[config.mk]
export PLATFORM = sky130hd
export DESIGN_NAME = wcsc_out_queue
export DESIGN_NICKNAME = d
export VERILOG_FILES = /design/src/rtl/wcsc_pkg.sv /design/src/rtl/wcsc_out_queue.sv
export SDC_FILE = /design/constraint.sdc
export NUM_CORES = 1
export LEC_CHECK = 0
export BUFFER_PORTS_ARGS = -buffer_cell sky130_fd_sc_hd__buf_4
export CAP_MARGIN = 10
export CORE_ASPECT_RATIO = 1.1
export CORE_MARGIN = 10
export CORE_UTILIZATION = 50
export DETAILED_ROUTE_END_ITERATION = 10
export PLACE_DENSITY = 0.84
export SYNTH_ARGS = -nofsm -noshare
export SYNTH_HDL_FRONTEND = slang
export SYNTH_SLANG_ARGS = --single-unit
export TNS_END_PERCENT = 1
[constraint.sdc]
create_clock -name clk_i -period 2.1 [get_ports clk_i]
set_input_delay 0.42 -clock clk_i [delete_from_list [all_inputs] [get_ports clk_i]]
set_output_delay 0.42 -clock clk_i [all_outputs]
set_load 0.05 [all_outputs]
[src/rtl/wcsc_pkg.sv]
// shared types, codes and constants of the wall column span clipper
package wcsc_pkg;

  localparam int COL_W      = 9;
  localparam int FRAC_W     = 32;
  localparam int CLIP_W     = 12;
  localparam int ROW_W      = 12;
  localparam int VH_W       = 11;
  localparam int FLAGS_W    = 5;
  localparam int CFG_IDX_W  = 3;
  localparam int CFG_DATA_W = 32;
  localparam int SLOTS      = 4;

  localparam logic [VH_W-1:0] VIEW_HEIGHT_RST = 11'd200;

  // tier_flags bit positions
  localparam int FLAG_MID    = 0;
  localparam int FLAG_TOP    = 1;
  localparam int FLAG_BOTTOM = 2;
  localparam int FLAG_CEIL   = 3;
  localparam int FLAG_FLOOR  = 4;

  // result slot positions, in delivery order
  localparam int SLOT_CEIL  = 0;
  localparam int SLOT_FLOOR = 1;
  localparam int SLOT_UPPER = 2;
  localparam int SLOT_LOWER = 3;

  typedef enum logic [1:0] {
    KIND_CLEAR   = 2'd0,
    KIND_SEGMENT = 2'd1,
    KIND_STEP    = 2'd2
  } kind_e;

  typedef enum logic [2:0] {
    WHAT_CEIL   = 3'd0,
    WHAT_FLOOR  = 3'd1,
    WHAT_MID    = 3'd2,
    WHAT_TOP    = 3'd3,
    WHAT_BOTTOM = 3'd4
  } what_e;

  typedef enum logic [CFG_IDX_W-1:0] {
    CFG_TOP_STEP    = 3'd0,
    CFG_BOTTOM_STEP = 3'd1,
    CFG_HIGH_STEP   = 3'd2,
    CFG_LOW_STEP    = 3'd3,
    CFG_TIER_FLAGS  = 3'd4,
    CFG_VIEW_HEIGHT = 3'd5
  } cfg_idx_e;

  typedef struct packed {
    logic [1:0]               kind;
    logic [COL_W-1:0]         column;
    logic signed [FRAC_W-1:0] top_start;
    logic signed [FRAC_W-1:0] bottom_start;
    logic signed [FRAC_W-1:0] high_start;
    logic signed [FRAC_W-1:0] low_start;
  } in_word_t;

  typedef struct packed {
    logic [2:0]              what;
    logic [COL_W-1:0]        column_res;
    logic signed [ROW_W-1:0] row_low;
    logic signed [ROW_W-1:0] row_high;
    logic                    last;
  } out_word_t;

  typedef struct packed {
    logic signed [FRAC_W-1:0] top_step;
    logic signed [FRAC_W-1:0] bottom_step;
    logic signed [FRAC_W-1:0] high_step;
    logic signed [FRAC_W-1:0] low_step;
    logic [FLAGS_W-1:0]       tier_flags;
    logic [VH_W-1:0]          view_height;
  } cfg_t;

  // one column's work as it enters the compute stage
  typedef struct packed {
    logic [1:0]               kind;
    logic [COL_W-1:0]         column;
    logic signed [FRAC_W-1:0] top;
    logic signed [FRAC_W-1:0] bottom;
    logic signed [FRAC_W-1:0] high;
    logic signed [FRAC_W-1:0] low;
  } col_item_t;

  typedef struct packed {
    logic signed [CLIP_W-1:0] ceil;
    logic signed [CLIP_W-1:0] flo;
  } clip_t;

  typedef struct packed {
    logic [SLOTS-1:0]             mask;
    out_word_t [SLOTS-1:0]        slot;
  } res_set_t;

endpackage

[src/rtl/wcsc_out_queue.sv]
// result register: holds one column's words and sends them one a cycle unless the output stalls
module wcsc_out_queue (
  input  logic                          clk_i,
  input  logic                          rst_ni,
  input  logic                          load_i,
  input  wcsc_pkg::res_set_t            set_i,
  input  logic                          out_stall_i,
  output logic                          out_valid_o,
  output wcsc_pkg::out_word_t           out_word_o,
  output logic                          free_o
);

  logic [wcsc_pkg::SLOTS-1:0]      mask_q, mask_d;
  wcsc_pkg::out_word_t [wcsc_pkg::SLOTS-1:0] slot_q;
  logic [wcsc_pkg::SLOTS-1:0]      pick;
  logic [wcsc_pkg::SLOTS-1:0]      rest;
  logic                            take;

  // lowest pending slot goes first
  assign pick        = mask_q & (~mask_q + 1'b1);
  assign rest        = mask_q & ~pick;
  assign out_valid_o = |mask_q;
  assign take        = out_valid_o && !out_stall_i;
  assign free_o      = !out_valid_o || (take && (rest == '0));

  always_comb begin
    out_word_o = '0;
    for (int i = 0; i < wcsc_pkg::SLOTS; i++) begin
      if (pick[i]) out_word_o = slot_q[i];
    end
    out_word_o.last = (rest == '0);
  end

  always_comb begin
    mask_d = mask_q;
    if (load_i) begin
      mask_d = set_i.mask;
    end else if (take) begin
      mask_d = rest;
    end
  end

  always_ff @(posedge clk_i or negedge rst_ni) begin
    if (!rst_ni) begin
      mask_q <= '0;
    end else begin
      mask_q <= mask_d;
    end
  end

  always_ff @(posedge clk_i) begin
    if (load_i) begin
      slot_q <= set_i.slot;
    end
  end

  a_load_when_drained: assert property (@(posedge clk_i) disable iff (!rst_ni)
    load_i |-> (mask_q == '0) || (take && (rest == '0)))
    else $error("result register loaded while words still pending");

  a_take_shrinks: assert property (@(posedge clk_i) disable iff (!rst_ni)
    (take && !load_i) |=> ($countones(mask_q) + 1 == $countones($past(mask_q))))
    else $error("taken word not retired");

  a_last_is_final: assert property (@(posedge clk_i) disable iff (!rst_ni)
    (out_valid_o && out_word_o.last) |-> $onehot(mask_q))
    else $error("last flag with more words pending");

endmodule

==> results.toml <==
[route]
vias = 3776
avgViaCountPerCell = 5.333
dr.first_iter.drc_count = 291
post_drt_wl_per_cell_um = 20.97
first_pass_iters = 5
wirelength_mm = 14.84
route.detailed.drc = 0
ant_nets = 0

[power]
power_leakage_uw = 0.003208
ir_worst_vdd_uv = 627.1
powerDensity_mw_per_mm2 = 976.0

[final_layout]
final_area_sq_mm = 0.008290
final_nets = 705
final_cell_mix = "buf_4 (165), edfxtp_1 (144), buf_6 (43), nor2b_1 (35), a221oi_1 (31)"
final_common_cell = "buf_4"
multi_input_area_sq_mm = 0.001181
area_growth_pct = 49.23
drive_gt1_frac = 0.5187
seq_area_sq_mm = 0.004429
stdcell_count = 708
num-fill-cells = 643
antenna_cells = 0

[floorplanning]
dieArea_sq_mm = 0.01573
fp.dieW_um = 120.5
io-pin-count = 195
initial_core_util = 0.5092
die_h_um = 130.6
fp.coreArea_sq_mm = 0.01091
rows = 40

[global_routing]
grt-ovfl-total = 0
grt_pass1_vias = 4120
grt_usage = 0.1843
use_met1 = 0.2072
grtUsageMet3 = 0.06266
top_usage_layer = "met2"
grt_max_degree = 42
antenna_found_initial = 0
use_met2 = 0.3250
grt_pass1_wl_mm = 22.13

[critical_path]
r2r_setup_slack_ns = 0.73
cp-end-kind = "output pin"
path_cells = "nor4b_4, buf_4, buf_12, buf_12, nand2_1, o21ai_2, buf_6"
slowest_delay_ns = 0.44
worst-path-stages = 7
worstPathMaxFanout = 8
critPathKind = "reg -> out"
crit_slowest_cell = "dfrtp_2"
crit_buf_inv = 4
cp.arrival_ns = 1.88
worst_ep_required_time_ns = 1.68
reg2reg_depth = 4
start_kind = "register"
crit_top_cell = "buf_12"
path_delay_family = "buffers and inverters"

[timing]
tightest_slew_ns = 0.4078
fin_crit_ns = 2.302
finClkSkew_ns = 0.008752
hold_viol_final = 0
period_share = 1.096
setup_ws_ns = -0.2024
fmax_mhz = 434.3
finalMaxSlewViolations = 0
finalSetupViolCount = 39
setup_tns_ns = -5.583
max_slew_margin = 0.7282
rsz0062_at_grt = "true"

[clock_tree]
cts_max_path_buffers = 2
cts_root_buffer = "clkbuf_16"
htreeDepth = 4
clock-sinks = 148
insertion_delay_ns = 0.40
clk_pin_slew_ns = 0.06
cts_made_buffers = 17
cts_tree = "built"

[synthesis]
yosysWarnings = 0
yosysSeqAreaShare = 0.7964
synth_ff_type = "edfxtp_1"
syn-cell-area_sq_mm = 0.005555
ys_ff_latch = 148
syn-num-nets = 491
ys_async_sr_fraction = 0.02703
syn_avg_cell_area_sq_um = 16.58
synth_edf_count = 144
synth_cell_types = 18
netlist_instances = 335

[flow_run]
cap_violations = 0

[worst_hold_path]
hold_path.class = "in -> reg"
min_path_cells = 1

[place]
dp_hpwl_mm = 10.08
placed_cells = 669
io_buffers = 190
place_area_sq_mm = 0.007269
gp_congestion = 0.7863

[run_status]
outcome = "finished, violations left"
failed_checks = "setup timing"
==> report_power, final <==
group | internal, uW | leakage, uW | switching, uW | total (uW)
Sequential | 3500 | 0.00145 | 84.3 | 3590
Clock | 1960 | 0.000289 | 1070 | 3040
Combinational | 624 | 0.00146 | 841 | 1470
==> stage by stage <==
| step | hold slack [ns] | setup slack (ns) | util | total power, uW |
|---|---|---|---|---|
| 3_5_place_dp | 0.2198 | 0.1016 | 0.6663 | 4906 |
| 5_1_grt | 0.1657 | -0.2823 | 0.7599 | 8387 |
| 3_3_place_gp | 0.2167 | 0.1316 | 0.6663 | 4866 |
| 6_report | 0.1914 | -0.2024 | 0.7599 | 8091 |
| 2_1_floorplan | 0.1244 | -0.3675 | - | 4301 |
| 4_1_cts | 0.1724 | -0.2191 | 0.7530 | 8115 |
==> worst register-to-register path, cell delays in order, from the launching register on <==
cell and delay, ns:
dfrtp_2 0.44, buf_4 0.15, buf_6 0.15, o41ai_1 0.38, o21ai_0 0.11
==> final cells by class <==
cell class                      instances  share of cell area
Sequential cell                       148              0.5343
Clock buffer                           19             0.05222
Tap cell                              147             0.02219
Multi-Input combinational cell        165              0.1425
Timing Repair Buffer                  217              0.2292
Clock inverter                         12             0.01962
==> synthesized netlist by cell type, types with 2 or more instances <==
cell	n	area share
a221oi_1	35	0.055
a22oi_1	2	0.0027
buf_2	6	0.0054
buf_6	4	0.0081
clkbuf_1	12	0.0081
dfrtp_1	4	0.018
edfxtp_1	144	0.78
maj3_1	2	0.0036
nand2_1	40	0.027
nor2b_1	37	0.042
o21ai_0	33	0.030
o21ai_1	7	0.0063
o31ai_1	4	0.0054
==> cells by family after synthesis <==
family	after synthesis	share of synthesized area
flip-flops	148	0.7964
AO/OA/AOI/OAI	83	0.1029
AND/OR/NAND/NOR	80	0.07545
buffers and inverters	22	0.02162
adder cells (fa/ha/maj)	2	0.003604
==> metal layers <==
metal  share of wire  wire length [um]
met2            0.53              7930
met4           0.011               156
met1            0.37              5450
met5               0                 0
met3           0.088              1307
==> sequential cells by signal (all words and copies together), names as in the netlist <==
| register | count |
|---|---|
| slot_q | 144 |
| mask_q | 4 |
==> repair_timing <==
| action | 4_1_cts | 5_1_grt |
|---|---|---|
| endpoints found under the setup margin | 39 | 39 |
| endpoints found under the hold margin | 4 | 0 |
| gates cloned | 2 | 0 |
| gates resized for setup | 89 | 28 |
| hold buffers | 1 | 0 |
| setup buffers | 4 | 2 |
| pin swaps | 6 | 16 |
==> path summary, 6_finish.rpt <==
check | start | to
worst max-delay path | mask_q[1] | out_word_o[12]
worst min-delay path | set_i[135] | slot_q[135]
worst max register to register | mask_q[1] | mask_q[3]
worst min register to register | mask_q[3] | mask_q[3]
max in group asynchronous | rst_ni | mask_q[3]
min in group asynchronous | rst_ni | mask_q[1]
(Power assumes the default switching activity.)
