### config.mk
export PLATFORM = sky130hd
export DESIGN_NAME = wcsc_column
export DESIGN_NICKNAME = d
export VERILOG_FILES = /design/src/rtl/wcsc_pkg.sv /design/src/rtl/wcsc_column.sv
export SDC_FILE = /design/constraint.sdc
export NUM_CORES = 1
export LEC_CHECK = 0
export ABC_CLOCK_PERIOD_IN_PS = 24200
export BUFFER_PORTS_ARGS = -buffer_cell sky130_fd_sc_hd__buf_2
export CORE_MARGIN = 5
export CORE_UTILIZATION = 25
export DETAILED_ROUTE_END_ITERATION = 6
export PLACE_DENSITY_LB_ADDON = 0.08
export SYNTH_ARGS = -nofsm -noshare
export SYNTH_HDL_FRONTEND = slang
export SYNTH_SLANG_ARGS = --single-unit
### constraint.sdc
create_clock -name vclk -period 24.2
set_input_delay 4.84 -clock vclk [all_inputs]
set_output_delay 4.84 -clock vclk [all_outputs]
set_load 0.01 [all_outputs]
### src/rtl/wcsc_pkg.sv
// shared types, codes and constants of the wall column span clipper
package wcsc_pkg;

  localparam int COL_W      = 9;
  localparam int FRAC_W     = 32;
  localparam int CLIP_W     = 12;
  localparam int ROW_W      = 12;
  localparam int VH_W       = 11;
  localparam int FLAGS_W    = 5;
  localparam int CFG_IDX_W  = 3;
  localparam int CFG_DATA_W = 32;
  localparam int SLOTS      = 4;

  localparam logic [VH_W-1:0] VIEW_HEIGHT_RST = 11'd200;

  // tier_flags bit positions
  localparam int FLAG_MID    = 0;
  localparam int FLAG_TOP    = 1;
  localparam int FLAG_BOTTOM = 2;
  localparam int FLAG_CEIL   = 3;
  localparam int FLAG_FLOOR  = 4;

  // result slot positions, in delivery order
  localparam int SLOT_CEIL  = 0;
  localparam int SLOT_FLOOR = 1;
  localparam int SLOT_UPPER = 2;
  localparam int SLOT_LOWER = 3;

  typedef enum logic [1:0] {
    KIND_CLEAR   = 2'd0,
    KIND_SEGMENT = 2'd1,
    KIND_STEP    = 2'd2
  } kind_e;

  typedef enum logic [2:0] {
    WHAT_CEIL   = 3'd0,
    WHAT_FLOOR  = 3'd1,
    WHAT_MID    = 3'd2,
    WHAT_TOP    = 3'd3,
    WHAT_BOTTOM = 3'd4
  } what_e;

  typedef enum logic [CFG_IDX_W-1:0] {
    CFG_TOP_STEP    = 3'd0,
    CFG_BOTTOM_STEP = 3'd1,
    CFG_HIGH_STEP   = 3'd2,
    CFG_LOW_STEP    = 3'd3,
    CFG_TIER_FLAGS  = 3'd4,
    CFG_VIEW_HEIGHT = 3'd5
  } cfg_idx_e;

  typedef struct packed {
    logic [1:0]               kind;
    logic [COL_W-1:0]         column;
    logic signed [FRAC_W-1:0] top_start;
    logic signed [FRAC_W-1:0] bottom_start;
    logic signed [FRAC_W-1:0] high_start;
    logic signed [FRAC_W-1:0] low_start;
  } in_word_t;

  typedef struct packed {
    logic [2:0]              what;
    logic [COL_W-1:0]        column_res;
    logic signed [ROW_W-1:0] row_low;
    logic signed [ROW_W-1:0] row_high;
    logic                    last;
  } out_word_t;

  typedef struct packed {
    logic signed [FRAC_W-1:0] top_step;
    logic signed [FRAC_W-1:0] bottom_step;
    logic signed [FRAC_W-1:0] high_step;
    logic signed [FRAC_W-1:0] low_step;
    logic [FLAGS_W-1:0]       tier_flags;
    logic [VH_W-1:0]          view_height;
  } cfg_t;

  // one column's work as it enters the compute stage
  typedef struct packed {
    logic [1:0]               kind;
    logic [COL_W-1:0]         column;
    logic signed [FRAC_W-1:0] top;
    logic signed [FRAC_W-1:0] bottom;
    logic signed [FRAC_W-1:0] high;
    logic signed [FRAC_W-1:0] low;
  } col_item_t;

  typedef struct packed {
    logic signed [CLIP_W-1:0] ceil;
    logic signed [CLIP_W-1:0] flo;
  } clip_t;

  typedef struct packed {
    logic [SLOTS-1:0]             mask;
    out_word_t [SLOTS-1:0]        slot;
  } res_set_t;

endpackage

### src/rtl/wcsc_column.sv
// one column: rounding, clamping against clips, marks, spans and clip update
module wcsc_column #(
  parameter int FRAC_BITS = 12
) (
  input  wcsc_pkg::col_item_t item_i,
  input  wcsc_pkg::cfg_t      cfg_i,
  input  wcsc_pkg::clip_t     clip_i,
  output wcsc_pkg::res_set_t  res_o,
  output logic                wr_req_o,
  output wcsc_pkg::clip_t     wr_data_o
);

  // row values before saturation, with room for the +-1 adjustments
  localparam int RW = 35 - FRAC_BITS;
  localparam logic signed [RW-1:0] ONE    = RW'(1);
  localparam logic signed [RW-1:0] SAT_LO = RW'(-2048);
  localparam logic signed [RW-1:0] SAT_HI = RW'(2047);
  localparam logic signed [32:0]   RND    = 33'((64'(1) << FRAC_BITS) - 64'(1));

  function automatic logic signed [RW-1:0] row_floor(logic signed [31:0] f);
    logic signed [31:0] s;
    s = f >>> FRAC_BITS;
    return RW'(s);
  endfunction

  function automatic logic signed [RW-1:0] row_ceil(logic signed [31:0] f);
    logic signed [32:0] s;
    s = ($signed({f[31], f}) + RND) >>> FRAC_BITS;
    return RW'(s);
  endfunction

  function automatic logic signed [RW-1:0] sat(logic signed [RW-1:0] v);
    logic signed [RW-1:0] r;
    r = v;
    if (v < SAT_LO) r = SAT_LO;
    if (v > SAT_HI) r = SAT_HI;
    return r;
  endfunction

  function automatic wcsc_pkg::out_word_t mk(logic [2:0] what, logic [8:0] col,
                                             logic signed [RW-1:0] lo,
                                             logic signed [RW-1:0] hi);
    wcsc_pkg::out_word_t w;
    w.what       = what;
    w.column_res = col;
    w.row_low    = wcsc_pkg::ROW_W'(lo);
    w.row_high   = wcsc_pkg::ROW_W'(hi);
    w.last       = 1'b0;
    return w;
  endfunction

  logic signed [RW-1:0] cc, fc, yl, yh, bot, top, mh, ml, ncc, nfc;
  logic                 mark_c, mark_f, is_step, is_clear;
  wcsc_pkg::res_set_t   set;

  assign mark_c   = cfg_i.tier_flags[wcsc_pkg::FLAG_CEIL];
  assign mark_f   = cfg_i.tier_flags[wcsc_pkg::FLAG_FLOOR];
  assign is_step  = (item_i.kind == wcsc_pkg::KIND_STEP);
  assign is_clear = (item_i.kind == wcsc_pkg::KIND_CLEAR);

  always_comb begin
    set = '0;
    cc  = RW'(clip_i.ceil);
    fc  = RW'(clip_i.flo);

    // ceiling side
    yl = row_ceil(item_i.top);
    if (yl < cc + ONE) yl = cc + ONE;
    bot = yl - ONE;
    if (bot >= fc) bot = fc - ONE;
    if (mark_c && (cc + ONE <= bot)) begin
      set.mask[wcsc_pkg::SLOT_CEIL] = 1'b1;
      set.slot[wcsc_pkg::SLOT_CEIL] = mk(wcsc_pkg::WHAT_CEIL, item_i.column, cc + ONE, bot);
    end

    // floor side
    yh = row_floor(item_i.bottom);
    if (yh >= fc) yh = fc - ONE;
    top = yh + ONE;
    if (top <= cc) top = cc + ONE;
    if (mark_f && (top <= fc - ONE)) begin
      set.mask[wcsc_pkg::SLOT_FLOOR] = 1'b1;
      set.slot[wcsc_pkg::SLOT_FLOOR] = mk(wcsc_pkg::WHAT_FLOOR, item_i.column, top, fc - ONE);
    end

    ncc = cc;
    nfc = fc;
    mh  = row_floor(item_i.high);
    ml  = row_ceil(item_i.low);
    if (cfg_i.tier_flags[wcsc_pkg::FLAG_MID]) begin
      // solid wall closes the column
      if (yl <= yh) begin
        set.mask[wcsc_pkg::SLOT_UPPER] = 1'b1;
        set.slot[wcsc_pkg::SLOT_UPPER] = mk(wcsc_pkg::WHAT_MID, item_i.column, yl, yh);
      end
      ncc = RW'($signed({1'b0, cfg_i.view_height}));
      nfc = -ONE;
    end else begin
      if (cfg_i.tier_flags[wcsc_pkg::FLAG_TOP]) begin
        if (mh >= fc) mh = fc - ONE;
        if (mh >= yl) begin
          set.mask[wcsc_pkg::SLOT_UPPER] = 1'b1;
          set.slot[wcsc_pkg::SLOT_UPPER] = mk(wcsc_pkg::WHAT_TOP, item_i.column, yl, mh);
          ncc = sat(mh);
        end else begin
          ncc = sat(yl - ONE);
        end
      end else if (mark_c) begin
        ncc = sat(yl - ONE);
      end
      // lower tier clamps against the updated ceiling
      if (cfg_i.tier_flags[wcsc_pkg::FLAG_BOTTOM]) begin
        if (ml <= ncc) ml = ncc + ONE;
        if (ml <= yh) begin
          set.mask[wcsc_pkg::SLOT_LOWER] = 1'b1;
          set.slot[wcsc_pkg::SLOT_LOWER] = mk(wcsc_pkg::WHAT_BOTTOM, item_i.column, ml, yh);
          nfc = sat(ml);
        end else begin
          nfc = sat(yh + ONE);
        end
      end else if (mark_f) begin
        nfc = sat(yh + ONE);
      end
    end

    if (!is_step) set.mask = '0;
  end

  assign res_o    = set;
  assign wr_req_o = is_step || is_clear;

  always_comb begin
    if (is_clear) begin
      wr_data_o.ceil = wcsc_pkg::CLIP_W'(-1);
      wr_data_o.flo  = $signed({1'b0, cfg_i.view_height});
    end else begin
      wr_data_o.ceil = wcsc_pkg::CLIP_W'(sat(ncc));
      wr_data_o.flo  = wcsc_pkg::CLIP_W'(sat(nfc));
    end
  end

endmodule

==> key figures <==
Worst hold path
  • Min-Delay Endpoint: wr_req_o
  • Hold_sp: item_i[137]
  • Worst hold path class: input port to output pin
  • Hold path cells: 3

CTS
  • Cts hold-fix bufs: 0

Timing
  • Worst Tran Pin Value: 1.25 ns
  • Final worst slack: a little over 0.9 ns
  • Fin. Hold Viols: 0
  • Fin crit period: 23.28 ns
  • RSZ-0062 raised after global routing: false
  • Period utilization: 0.962
  • Setup violations, final: 0
  • FMAX: 43.0 MHz
  • Final hold slack: 9.97 ns
  • Post-route setup TNS: 0 ns
  • Slew Limit Fails: 0
  • Max-slew headroom: 0.167

Yosys
  • Synth area leaders: ha_1 (22%), nor2_1 (7.5%), o21ai_0 (5.5%), a21oi_1 (5.2%), nand2_1 (4.3%)
  • Complex-gate fraction of the synthesized area: 0.290
  • Top-count cell post-synth: nor2_1
  • Top cells by count, synth: nor2_1 (284), ha_1 (245), nand2_1 (163)
  • Synth Area in Adders: 0.216
  • Mux share of post-synthesis cell area: 0.0327
  • Post-Syn Instances: between 2,000 and 2,500
  • Syn_area_per_cell: ~6.5 µm²
  • Yosys top cell area share: 0.216
  • Biggest area consumer among synthesized cells: ha_1
  • Synth warn: 0
  • Post-Synth XOR/XNOR Area: 0.0630
  • Main combinational cell family by area after synthesis: simple AND/OR/NAND/NOR gates
  • Post-synthesis sequential area ratio: 0
  • Post-Synth Simple-Gate Area: 0.322
  • Cell Area, Synth: 0.0142 mm²
  • Synth unique cells: 105

Die
  • Die area: 0.0616 mm²
  • Number of core rows: 87
  • DIE WIDTH: 248 µm
  • Starting Density: 0.252
  • Core box area: roughly 0.056 mm²
  • I/O pins: 484
  • Die Ht: 248 µm

Final layout
  • Fill cells: 6,397
  • Clkbuf count: 0
  • Share of cells above drive strength 1: 0.198
  • Design area: 0.0171 mm²
  • Sequential cell area: 0 µm²
  • Synthesis-to-finish area growth: 20.4%
  • Num sequential: 0
  • Post-layout net count: a little over 3,000
  • Multi-input combinational cell area: between 0.01 and 0.015 mm²

Power and ir drop
  • PwrDens: 54.0 mW/mm²
  • Total power: 921 µW
  • Leak: 8.16 nW
  • Peak supply drop: 0.0000154 V

GRT
  • First-pass GRT wire length: 114,000 µm
  • Vias in the first global route: 17,100
  • Largest net degree at the start of global routing: 34
  • Antenna violations before repair: 4
  • GRT Overall Usage: 0.243
  • Global route overflow: 0

Critical path
  • CP max stage delay: 0.81 ns
  • Worst path depth: 57
  • Critical path fanouts, max: 14
  • CP Data Arrival Time: roughly 18 ns
  • Setup Crit Path Kind: input port to output pin
  • Delay-heaviest family, CP: compound AO/OA/AOI/OAI gates
  • CP most frequent cell: o21a_1
  • Slowest CP cell: a2111oi_2
  • Crit start category: input port
  • Critical Path RT: 19.36 ns
  • Worst setup EP type: output pin
  • Buf/Inv on CP: 6

Detailed routing
  • Starting DRT DRC Count: 1,725
  • Initial DRT Pass Iterations: 5
  • Via count: 18,000
  • Via/cell ratio: 5.55
  • # DRC: 0
  • Wirelength per Cell: 24.6 µm
  • Routed WL: between 70,000 and 80,000 µm
  • Antenna viol nets, final: 0

Placement
  • GP Congestion: 0.931
  • Post-DP HPWL: 67,200 µm
  • Setup Slack @ Placement: 0.550 ns
  • Dpl cell area: 0.0170 mm²
  • I/O Buffers: 320

Flow run
  • Max-Cap Viols: 0

Run status
  • Status: finished, final reports clean
[cell usage in the layout, fill, tap and decap left out, types with 15 or more instances in the layout]
| master | count |
|---|---|
| o21ai_0 | 157 |
| buf_2 | 320 |
| a21o_1 | 48 |
| mux2i_1 | 33 |
| o22ai_1 | 22 |
| a21oi_1 | 147 |
| nand2b_1 | 31 |
| inv_1 | 147 |
| o31ai_1 | 17 |
| a31oi_1 | 29 |
| nand4_1 | 74 |
| nand2_1 | 163 |
| and3_1 | 28 |
| and4_1 | 15 |
| nor3_1 | 50 |
| nand3_1 | 63 |
| xor2_1 | 33 |
| ha_1 | 245 |
| o211ai_1 | 15 |
| and2_1 | 35 |
| o21a_1 | 33 |
| a21boi_0 | 23 |
| nor2_1 | 281 |
| nor4_1 | 40 |
| xnor2_1 | 67 |
| nor2b_1 | 37 |
| buf_4 | 91 |
[per-stage QoR]
step	utilization	std cells
6_report	0.303	3248
5_1_grt	0.303	3246
2_1_floorplan	-	2192
4_1_cts	0.302	3245
3_3_place_gp	0.302	3245
3_5_place_dp	0.302	3245
[how the worst max path moves through the flow]
stage                         to  slack, ns  startpoint
global placement    wr_data_o[2]       0.57  clip_i[12]
detailed placement  wr_data_o[5]       0.55  item_i[97]
finish              wr_data_o[5]       0.92  clip_i[12]
floorplan           wr_data_o[2]       1.76  clip_i[23]
global route        wr_data_o[2]      0.009  clip_i[12]
CTS                 wr_data_o[5]       0.49  item_i[97]
[timing repair]
action | 4_1_cts | 5_1_grt
gates resized for setup | 0 | 19
endpoints found under the setup margin | 0 | 47
buffers inserted | 0 | 1
[cell type report]
type               count  share of cell area
repair buffers       411               0.134
multi-input cells   1926               0.777
well taps            756              0.0554
diodes                 2            0.000293
inverters            153              0.0336
[kinds of logic (layout without fill, tap and decap cells)]
group,after synthesis,after routing
compound gates,627,627
xor+xnor,102,102
fa+ha+maj,245,245
buf+inv,266,564
mux,45,45
other cells,1,14
simple gates,895,895
[metal layers]
metal,part of all wire,vias up,global-route usage
met5,0.00034,-,0
met4,0.016,4,0.0320
met3,0.071,74,0.0291
met2,0.44,721,0.391
met1,0.47,8598,0.358
li1,-,8638,-
[power breakdown]
| group | internal [mW] | switching (mW) |
|---|---|---|
| combinational | 0.327 | 0.594 |
| clock | 0.0000000111 | 0 |
| sequential | 0 | 0 |
[tightest hold or removal path: stages]
cell,delay [ns]
buf_2,0.10
inv_1,0.05
buf_2,0.13
No activity file was read; power rests on OpenSTA's default activity.
