## src/rtl/wcsc_pkg.sv

```systemverilog
// shared types, codes and constants of the wall column span clipper
package wcsc_pkg;

  localparam int COL_W      = 9;
  localparam int FRAC_W     = 32;
  localparam int CLIP_W     = 12;
  localparam int ROW_W      = 12;
  localparam int VH_W       = 11;
  localparam int FLAGS_W    = 5;
  localparam int CFG_IDX_W  = 3;
  localparam int CFG_DATA_W = 32;
  localparam int SLOTS      = 4;

  localparam logic [VH_W-1:0] VIEW_HEIGHT_RST = 11'd200;

  // tier_flags bit positions
  localparam int FLAG_MID    = 0;
  localparam int FLAG_TOP    = 1;
  localparam int FLAG_BOTTOM = 2;
  localparam int FLAG_CEIL   = 3;
  localparam int FLAG_FLOOR  = 4;

  // result slot positions, in delivery order
  localparam int SLOT_CEIL  = 0;
  localparam int SLOT_FLOOR = 1;
  localparam int SLOT_UPPER = 2;
  localparam int SLOT_LOWER = 3;

  typedef enum logic [1:0] {
    KIND_CLEAR   = 2'd0,
    KIND_SEGMENT = 2'd1,
    KIND_STEP    = 2'd2
  } kind_e;

  typedef enum logic [2:0] {
    WHAT_CEIL   = 3'd0,
    WHAT_FLOOR  = 3'd1,
    WHAT_MID    = 3'd2,
    WHAT_TOP    = 3'd3,
    WHAT_BOTTOM = 3'd4
  } what_e;

  typedef enum logic [CFG_IDX_W-1:0] {
    CFG_TOP_STEP    = 3'd0,
    CFG_BOTTOM_STEP = 3'd1,
    CFG_HIGH_STEP   = 3'd2,
    CFG_LOW_STEP    = 3'd3,
    CFG_TIER_FLAGS  = 3'd4,
    CFG_VIEW_HEIGHT = 3'd5
  } cfg_idx_e;

  typedef struct packed {
    logic [1:0]               kind;
    logic [COL_W-1:0]         column;
    logic signed [FRAC_W-1:0] top_start;
    logic signed [FRAC_W-1:0] bottom_start;
    logic signed [FRAC_W-1:0] high_start;
    logic signed [FRAC_W-1:0] low_start;
  } in_word_t;

  typedef struct packed {
    logic [2:0]              what;
    logic [COL_W-1:0]        column_res;
    logic signed [ROW_W-1:0] row_low;
    logic signed [ROW_W-1:0] row_high;
    logic                    last;
  } out_word_t;

  typedef struct packed {
    logic signed [FRAC_W-1:0] top_step;
    logic signed [FRAC_W-1:0] bottom_step;
    logic signed [FRAC_W-1:0] high_step;
    logic signed [FRAC_W-1:0] low_step;
    logic [FLAGS_W-1:0]       tier_flags;
    logic [VH_W-1:0]          view_height;
  } cfg_t;

  // one column's work as it enters the compute stage
  typedef struct packed {
    logic [1:0]               kind;
    logic [COL_W-1:0]         column;
    logic signed [FRAC_W-1:0] top;
    logic signed [FRAC_W-1:0] bottom;
    logic signed [FRAC_W-1:0] high;
    logic signed [FRAC_W-1:0] low;
  } col_item_t;

  typedef struct packed {
    logic signed [CLIP_W-1:0] ceil;
    logic signed [CLIP_W-1:0] flo;
  } clip_t;

  typedef struct packed {
    logic [SLOTS-1:0]             mask;
    out_word_t [SLOTS-1:0]        slot;
  } res_set_t;

endpackage

```

## src/rtl/wcsc_front.sv

```systemverilog
// segment state: current column, edge fractions and clip store address
module wcsc_front #(
  parameter int COLUMNS = 512
) (
  input  logic                clk_i,
  input  logic                rst_ni,
  input  logic                accept_i,
  input  wcsc_pkg::in_word_t  in_word_i,
  input  wcsc_pkg::cfg_t      cfg_i,
  output wcsc_pkg::col_item_t item_o,
  output logic [$clog2(COLUMNS)-1:0] idx_o
);

  localparam int AW = $clog2(COLUMNS);
  localparam int IW = (AW > wcsc_pkg::COL_W) ? AW : wcsc_pkg::COL_W;
  localparam int TW = IW + 1;

  logic [wcsc_pkg::COL_W-1:0]         col_q, col_d;
  logic signed [wcsc_pkg::FRAC_W-1:0] top_q, top_d;
  logic signed [wcsc_pkg::FRAC_W-1:0] bot_q, bot_d;
  logic signed [wcsc_pkg::FRAC_W-1:0] high_q, high_d;
  logic signed [wcsc_pkg::FRAC_W-1:0] low_q, low_d;
  logic                               is_step;
  logic                               is_seg;
  logic                               two_sided;
  logic [TW-1:0]                      rem;

  assign is_step   = (in_word_i.kind == wcsc_pkg::KIND_STEP);
  assign is_seg    = (in_word_i.kind == wcsc_pkg::KIND_SEGMENT);
  assign two_sided = !cfg_i.tier_flags[wcsc_pkg::FLAG_MID];

  always_comb begin
    col_d  = col_q;
    top_d  = top_q;
    bot_d  = bot_q;
    high_d = high_q;
    low_d  = low_q;
    if (accept_i && is_seg) begin
      col_d  = in_word_i.column;
      top_d  = in_word_i.top_start;
      bot_d  = in_word_i.bottom_start;
      high_d = in_word_i.high_start;
      low_d  = in_word_i.low_start;
    end else if (accept_i && is_step) begin
      col_d = col_q + 1'b1;
      top_d = top_q + cfg_i.top_step;
      bot_d = bot_q + cfg_i.bottom_step;
      if (two_sided && cfg_i.tier_flags[wcsc_pkg::FLAG_TOP]) begin
        high_d = high_q + cfg_i.high_step;
      end
      if (two_sided && cfg_i.tier_flags[wcsc_pkg::FLAG_BOTTOM]) begin
        low_d = low_q + cfg_i.low_step;
      end
    end
  end

  always_ff @(posedge clk_i or negedge rst_ni) begin
    if (!rst_ni) begin
      col_q  <= '0;
      top_q  <= '0;
      bot_q  <= '0;
      high_q <= '0;
      low_q  <= '0;
    end else begin
      col_q  <= col_d;
      top_q  <= top_d;
      bot_q  <= bot_d;
      high_q <= high_d;
      low_q  <= low_d;
    end
  end

  // step items use the segment snapshot, others pass the input column
  always_comb begin
    item_o.kind = in_word_i.kind;
    if (is_step) begin
      item_o.column = col_q;
      item_o.top    = top_q;
      item_o.bottom = bot_q;
      item_o.high   = high_q;
      item_o.low    = low_q;
    end else begin
      item_o.column = in_word_i.column;
      item_o.top    = in_word_i.top_start;
      item_o.bottom = in_word_i.bottom_start;
      item_o.high   = in_word_i.high_start;
      item_o.low    = in_word_i.low_start;
    end
  end

  // column modulo store depth, at most eight subtractions for a 9-bit column
  always_comb begin
    rem = TW'(item_o.column);
    for (int k = 0; k < 8; k++) begin
      if (rem >= TW'(COLUMNS)) begin
        rem = rem - TW'(COLUMNS);
      end
    end
  end

  assign idx_o = rem[AW-1:0];

endmodule

```

## config.mk

```make
export PLATFORM = sky130hd
export DESIGN_NAME = wcsc_front
export DESIGN_NICKNAME = d
export VERILOG_FILES = /design/src/rtl/wcsc_pkg.sv /design/src/rtl/wcsc_front.sv
export SDC_FILE = /design/constraint.sdc
export NUM_CORES = 1
export LEC_CHECK = 0
export BUFFER_PORTS_ARGS = -buffer_cell sky130_fd_sc_hd__buf_2
export CAP_MARGIN = 20
export CORE_AREA = 2 2 167 169
export CTS_CLUSTER_SIZE = 30
export DETAILED_ROUTE_END_ITERATION = 8
export DIE_AREA = 0 0 169 171
export PLACE_DENSITY = 0.79
export SLEW_MARGIN = 20
export SYNTH_ARGS = -nofsm -noshare
export SYNTH_HDL_FRONTEND = slang
export SYNTH_SLANG_ARGS = --single-unit
```

## constraint.sdc

```tcl
create_clock -name clk_i -period 6.2 [get_ports clk_i]
set_input_delay 0.31 -clock clk_i [delete_from_list [all_inputs] [get_ports clk_i]]
set_output_delay 0.31 -clock clk_i [all_outputs]
set_load 0.02 [all_outputs]
```

==> results.toml, run 1 <==
[place]
place.port_buffers = 420
globalplace.congestion = 0.9354
dp_hpwl_microns = 33290
post_dp_cell_area_sq_um = 15780

[yosys]
seq_area_frac_synth_pct = 25.44
synth_warnings = 0
ys_dominant_reg_cell = "sky130_fd_sc_hd__dfrtp_1"
synth_seq_cells = 137
syn-num-nets = 1927
synth.avg_cell_area_sq_um = 8.911
post_synth_inst_count = 1512
synth_async_sr_flop_share_pct = 100.0
synth_edf_count = 0
top_cells_by_area_in_the_synthesized_netlist = "sky130_fd_sc_hd__dfrtp_1 (25%), sky130_fd_sc_hd__ha_1 (12%), sky130_fd_sc_hd__mux2_2 (11%)"
share_of_the_synthesized_area_in_the_top_cell_type_pct = 25.44
synth_most_common_cell = "sky130_fd_sc_hd__o21ai_0"
synth_largest_area_cell = "sky130_fd_sc_hd__dfrtp_1"
synth_area_sq_um = 13470
synthDistinctLibCells = 73
ys_top_cells_by_count = "sky130_fd_sc_hd__o21ai_0 (157), sky130_fd_sc_hd__dfrtp_1 (137), sky130_fd_sc_hd__mux2_2 (137)"

[final_layout]
flow.area_growth_from_synthesis_pct = 22.06
multi_input_comb_area_sq_um = 9623
share_of_layout_cells_above_drive_strength_1_pct = 32.84
nNetsFinal = 2295
final.fill_count = 2358
layout.cell_area.non_filler_sq_um = 16450
combined_flip_flop_and_latch_cell_area_sq_um = 3428
fin_util_pct = 60.19

[sta]
post-route-min-period_ns = 3.187
tightest_slew_ns = 1.003
fin_worst_skew_ns = 0.01337
maxSlewHeadroom_pct = 32.95
timing.setup.tns_ns = 0
post-route-period-util_pct = 51.40
finalSetupViolations = 0
rsz0062_at_grt = "false"
fin_hold_ws_ns = -0.006077
finalHoldViolCount = 1
report.final.slew_viol_count = 0
max_freq_mhz = 313.8

[clocking]
cts_hold_buf = 0
cts-htree-levels = 4
cts_resized = 0
clk_path_buf_depth = 2
cts_tree = "done"
worst_setup_hold_path_clk_slew_ns = 0.07
numClockSinks = 137
cts_setup_buffers = 0
clock_latency_ns = 0.43
cts_root_buf = "sky130_fd_sc_hd__clkbuf_16"
tritoncts.num_buffers = 17

[status]
failed_checks = "negative hold slack"
outcome = "complete, but fails checks"

[floorplanning]
die_outline_area_sq_um = 28900
i_o_pin_count = 434
floorplan.rows = 61
die_y_microns = 171
placeableCoreArea_sq_um = 27320
die_width_microns = 169
initial_utilization_pct = 49.31

[routing]
vias_per_cell = 6.282
drt_first_iter_violations = 1079
average_wire_per_standard_cell_microns = 19.80
num_vias = 14090
postRouteAntennaNets = 0
routed_wirelength_microns = 44400
detailedRoute.firstPassIterationCount = 7
drc = 0

[worst_setup_path]
cp-start-kind = "flip-flop"
setup.worst_path.class = "flip-flop to flip-flop"
critical_path_buf_inv_count = 0
path_cells = "ha_1 > fa_1 > a211oi_1 > nor2_1 > o22ai_1 > o21ai_0 > nor3_1 > o21ai_0 > a21oi_1 > xor2_1 > o21ai_0"
cp_common_cell = "sky130_fd_sc_hd__o21ai_0"
reg2regPathDepth = 11
worst_ep_arrival_time_ns = 3.45
path_max_fanout = 5
timing.critical_path.required_ns = 6.47
crit_family = "compound AO/OA/AOI/OAI gates"
cp.depth = 11
timing.critical_path.slowest_cell_delay_ns = 0.43
worst_path_max_delay_cell = "sky130_fd_sc_hd__fa_1"
worstSetupEndpointType = "flip-flop"

[power]
power_per_cell_area_nw_per_um2 = 351.5
power.ir.vdd_worst_mv = 0.1528
power.static_leakage_nw = 8.009

[global_routing]
global_route_wire_length_before_repair_microns = 69350
pin_count_of_the_biggest_net_entering_global_routing = 141
antenna_violations_before_repair = 9
grtUsageTotal_pct = 29.80
grt.overflow.total = 0
first_global_vias = 13340

[job]
cap_violations = 0

[hold_path]
timing.hold.worst.class = "input port to async pin"
-- logic make-up after synthesis --
logic type               share of synthesized area (%)
buffers and inverters                            3.361
XOR/XNOR                                         6.825
multiplexers                                     11.82
flip-flops                                       25.44
adder cells (fa/ha/maj)                          12.20
AO/OA/AOI/OAI                                    30.60
AND/OR/NAND/NOR                                  9.750
-- layer usage --
layer | track usage, % | part of all wire [%] | vias up
li1 | - | - | 6554
met2 | 49.50 | 47 | 712
met5 | 0 | 0.11 | -
met3 | 5.228 | 7.5 | 120
met1 | 38.02 | 41 | 6691
met4 | 13.53 | 4.2 | 8
-- worst paths after layout --
kind / start / end / slack [ns]
max in group asynchronous: rst_ni / col_q[8] / 4.99
min in group clk_i: in_word_i[32] / high_q[0] / 0.13
worst max register to register: low_q[0] / low_q[20] / 3.01
worst max-delay path: low_q[0] / low_q[20] / 3.01
worst min-delay path: rst_ni / high_q[31] / -0.006
worst min register to register: bot_q[0] / bot_q[0] / 0.50
-- sequential cells by signal (all words and copies together), names as in the netlist --
register / flops
col_q: 9
high_q: 32
low_q: 32
top_q: 32
bot_q: 32
-- per-stage QoR --
stage / total power [mW] / std cells / setup slack [ns] / hold slack [ns]
6_report: 5.781 / 2242 / 3.013 / -0.006077
5_1_grt: 6.207 / 2241 / 2.683 / 0.06107
4_1_cts: 5.742 / 2237 / 2.929 / 0.02970
3_5_place_dp: 4.544 / 2207 / 2.936 / 0.4837
3_3_place_gp: 4.454 / 2207 / 2.994 / 0.4853
2_1_floorplan: 3.757 / 1512 / 3.502 / 0.01441
-- where the power goes --
part	switching (mW)	internal (mW)	leakage (nW)	total, mW
Clock	0.443	0.734	0.311	1.18
Combinational	1.81	1.40	6.00	3.22
Sequential	0.237	1.15	1.70	1.39
Total	2.49	3.29	8.01	5.78
-- layout make-up --
cell class / count / area share, %
inverter: 29 / 0.6618
clock buffer: 19 / 2.754
multi-input combinational: 1266 / 58.51
timing repair buffer: 429 / 13.33
clock inverter: 11 / 1.194
tap: 346 / 2.632
antenna: 5 / 0.07607
sequential: 137 / 20.84
-- placed cells by master (no fill, tap or decap), types with 5 or more instances in the layout --
master,n
sky130_fd_sc_hd__nor2b_1,12
sky130_fd_sc_hd__clkbuf_16,17
sky130_fd_sc_hd__dfrtp_1,137
sky130_fd_sc_hd__buf_4,7
sky130_fd_sc_hd__bufinv_16,5
sky130_fd_sc_hd__a22oi_1,116
sky130_fd_sc_hd__and2_1,6
sky130_fd_sc_hd__nor3_1,22
sky130_fd_sc_hd__o21a_1,14
sky130_fd_sc_hd__nand2_1,71
sky130_fd_sc_hd__a221oi_1,5
sky130_fd_sc_hd__and3_1,23
sky130_fd_sc_hd__a31oi_1,20
sky130_fd_sc_hd__or3_1,6
sky130_fd_sc_hd__nand2b_1,7
sky130_fd_sc_hd__mux2_2,137
sky130_fd_sc_hd__a211oi_1,15
sky130_fd_sc_hd__xor2_1,50
sky130_fd_sc_hd__a221o_1,13
sky130_fd_sc_hd__buf_2,419
sky130_fd_sc_hd__a21oi_1,91
sky130_fd_sc_hd__nor2_1,61
sky130_fd_sc_hd__o21ai_0,157
sky130_fd_sc_hd__nand4_1,5
sky130_fd_sc_hd__a21o_1,66
sky130_fd_sc_hd__mux2i_1,5
sky130_fd_sc_hd__o21bai_1,16
sky130_fd_sc_hd__nor3b_1,5
sky130_fd_sc_hd__o211ai_1,17
sky130_fd_sc_hd__nand3_1,30
sky130_fd_sc_hd__o31ai_1,9
sky130_fd_sc_hd__ha_1,125
sky130_fd_sc_hd__diode_2,5
sky130_fd_sc_hd__xnor2_1,55
sky130_fd_sc_hd__inv_1,29
sky130_fd_sc_hd__o21ai_1,22
No activity file was read; power rests on OpenSTA's default activity.
==> inputs of run 2 (changes only) <==
Settings changed: CORE_AREA 2 2 167 169 to 2 2 168 170, DIE_AREA 0 0 169 171 to 0 0 170 172, PLACE_DENSITY 0.79 to 0.78.
Clock period 6.2 ns to 3.1 ns, I/O delays scaled along.
==> results.toml, run 2 (synthesis gave the netlist of run 1 again) <==
[status]
outcome = "finished clean"

[sta]
report.final.slew_viol_count = 0
tightest_slew_ns = 0.9373
rsz0062_at_grt = "true"
post-route-min-period_ns = 2.946
finalHoldViolCount = 0
final.setup.worst_slack_ns = 0.1538
maxSlewHeadroom_pct = 37.45
post-route-period-util_pct = 95.04
finalSetupViolations = 0
max_freq_mhz = 339.4
fin_worst_skew_ns = 0.01788

[job]
cap_violations = 0

[place]
dp_slack_ns = 0.1381
dpl.cell_count = 2215
globalplace.congestion = 0.9602
dp_hpwl_microns = 33160
post_dp_cell_area_sq_um = 15850
place.port_buffers = 420

[global_routing]
antenna_violations_before_repair = 5
grt.overflow.total = 0
pin_count_of_the_biggest_net_entering_global_routing = 139
grtUsageTotal_pct = 29.44
global_route_wire_length_before_repair_microns = 69030
first_global_vias = 13590

[routing]
postRouteAntennaNets = 0
routed_wirelength_microns = 45010
num_vias = 14250
drc = 0
vias_per_cell = 6.101
detailedRoute.firstPassIterationCount = 6
average_wire_per_standard_cell_microns = 19.27
drt_first_iter_violations = 1052

[final_layout]
final.fill_count = 2321
mostFrequentLayoutCells = "sky130_fd_sc_hd__buf_2 (419), sky130_fd_sc_hd__o21ai_0 (157), sky130_fd_sc_hd__mux2_2 (137), sky130_fd_sc_hd__dfrtp_1 (137), sky130_fd_sc_hd__ha_1 (124)"
multi_input_comb_area_sq_um = 9683
nNetsFinal = 2390
stdcell_count = 2336
share_of_layout_cells_above_drive_strength_1_pct = 32.04
flow.area_growth_from_synthesis_pct = 28.90
layout.cells.most_common = "sky130_fd_sc_hd__buf_2"
layout.cell_area.non_filler_sq_um = 17370
combined_flip_flop_and_latch_cell_area_sq_um = 3428

[clocking]
cts_tree = "done"
clock_latency_ns = 0.43
tritoncts.num_buffers = 17
numClockSinks = 137
clk_path_buf_depth = 2
worst_setup_hold_path_clk_slew_ns = 0.07
cts_setup_buffers = 0
cts_root_buf = "sky130_fd_sc_hd__clkbuf_16"
cts-htree-levels = 4

[power]
power.total_mw = 11.43
p_seq_share_pct = 24.2
switchingPower_mw = 5.006
power.share.switching_pct = 43.81
power_per_cell_area_nw_per_um2 = 657.9
power.internal_mw = 6.421
power.static_leakage_nw = 8.374
power.ir.vdd_worst_mv = 0.2918
pwr-share-comb_pct = 57.5
clkPwrFrac_pct = 18.2

[worst_setup_path]
worstSetupEndpointType = "flip-flop"
rr_startpoint = "low_q[1]"
worst_r2r_endpoint = "low_q[29]"
setup.worst_path.class = "flip-flop to flip-flop"
cp-start-kind = "flip-flop"
timing.critical_path.required_ns = 3.37
path_max_fanout = 4
rrSetupSlack_ns = 0.15
reg2regPathDepth = 10
worst_ep_arrival_time_ns = 3.22

[hold_path]
min_delay_path_depth = 3
timing.hold.worst.class = "input port to flip-flop"
hold_end = "top_q[10]"
hold_path_startpoint = "in_word_i[106]"

[floorplanning]
die_y_microns = 172
i_o_pin_count = 434
floorplan.rows = 61
die_outline_area_sq_um = 29240
die_width_microns = 170
placeableCoreArea_sq_um = 27480
initial_utilization_pct = 49.04
-- run 2: power by group through the flow --
stage / sequential [mW] / combinational [mW] / clock, mW
floorplan: 2.64 / 4.88 / 0
global placement: 2.76 / 6.19 / 0
detailed placement: 2.78 / 6.30 / 0
CTS: 2.76 / 6.44 / 2.11
global route: 2.84 / 7.24 / 2.19
finish: 2.77 / 6.58 / 2.08
-- run 2: timing repair --
item | 4_1_cts | 5_1_grt
gates resized for setup | 0 | 10
setup endpoints to repair | 0 | 11
hold endpoints to repair | 144 | 0
hold buffers | 87 | 0
-- run 2: critical path: stages, from the launching register on --
cell and delay (ns):
sky130_fd_sc_hd__dfrtp_1 0.43, sky130_fd_sc_hd__ha_1 0.31, sky130_fd_sc_hd__a211oi_1 0.21, sky130_fd_sc_hd__o21ai_1 0.18, sky130_fd_sc_hd__o21a_1 0.26, sky130_fd_sc_hd__nor4_1 0.41, sky130_fd_sc_hd__o211ai_1 0.23, sky130_fd_sc_hd__a31oi_1 0.33
sky130_fd_sc_hd__o21ai_1 0.18, sky130_fd_sc_hd__mux2i_1 0.16, sky130_fd_sc_hd__o21ai_0 0.09
-- run 2: how the worst max path moves through the flow --
stage	startpoint	to	slack, ns	cells past startpoint
6_report	low_q[1]	low_q[29]	0.15	10
5_1_grt	low_q[0]	low_q[28]	-0.01	12
4_1_cts	high_q[0]	high_q[30]	0.13	11
3_5_place_dp	high_q[0]	high_q[30]	0.14	11
3_3_place_gp	high_q[0]	high_q[30]	0.18	11
2_1_floorplan	high_q[0]	high_q[30]	0.40	11
-- run 2: final cells by class --
class | count | share of cell area [%]
tap | 346 | 2.493
multi-input combinational | 1266 | 55.75
sequential | 137 | 19.74
timing repair buffer | 524 | 18.03
clock inverter | 12 | 0.8141
antenna | 2 | 0.02882
clock buffer | 20 | 2.514
inverter | 29 | 0.6268
-- run 2: stage by stage --
step           hold slack (ns)  setup TNS, ns  util (%)
2_1_floorplan          -0.1406              0         -
3_3_place_gp            0.1732              0     57.70
3_5_place_dp            0.1760              0     57.70
4_1_cts              0.0009564              0     62.97
5_1_grt                0.01172       -0.01470     63.21
6_report               0.01160              0     63.21
-- run 2: layer usage --
layer / share of wire, % / track usage (%) / routed length [microns] / vias up
met5: 0.069 / 0 / 31 / -
met4: 4.0 / 13.79 / 1785 / 4
met3: 6.2 / 4.967 / 2784 / 110
met2: 48 / 50.29 / 21600 / 590
met1: 42 / 36.43 / 18810 / 6789
li1: - / - / - / 6760
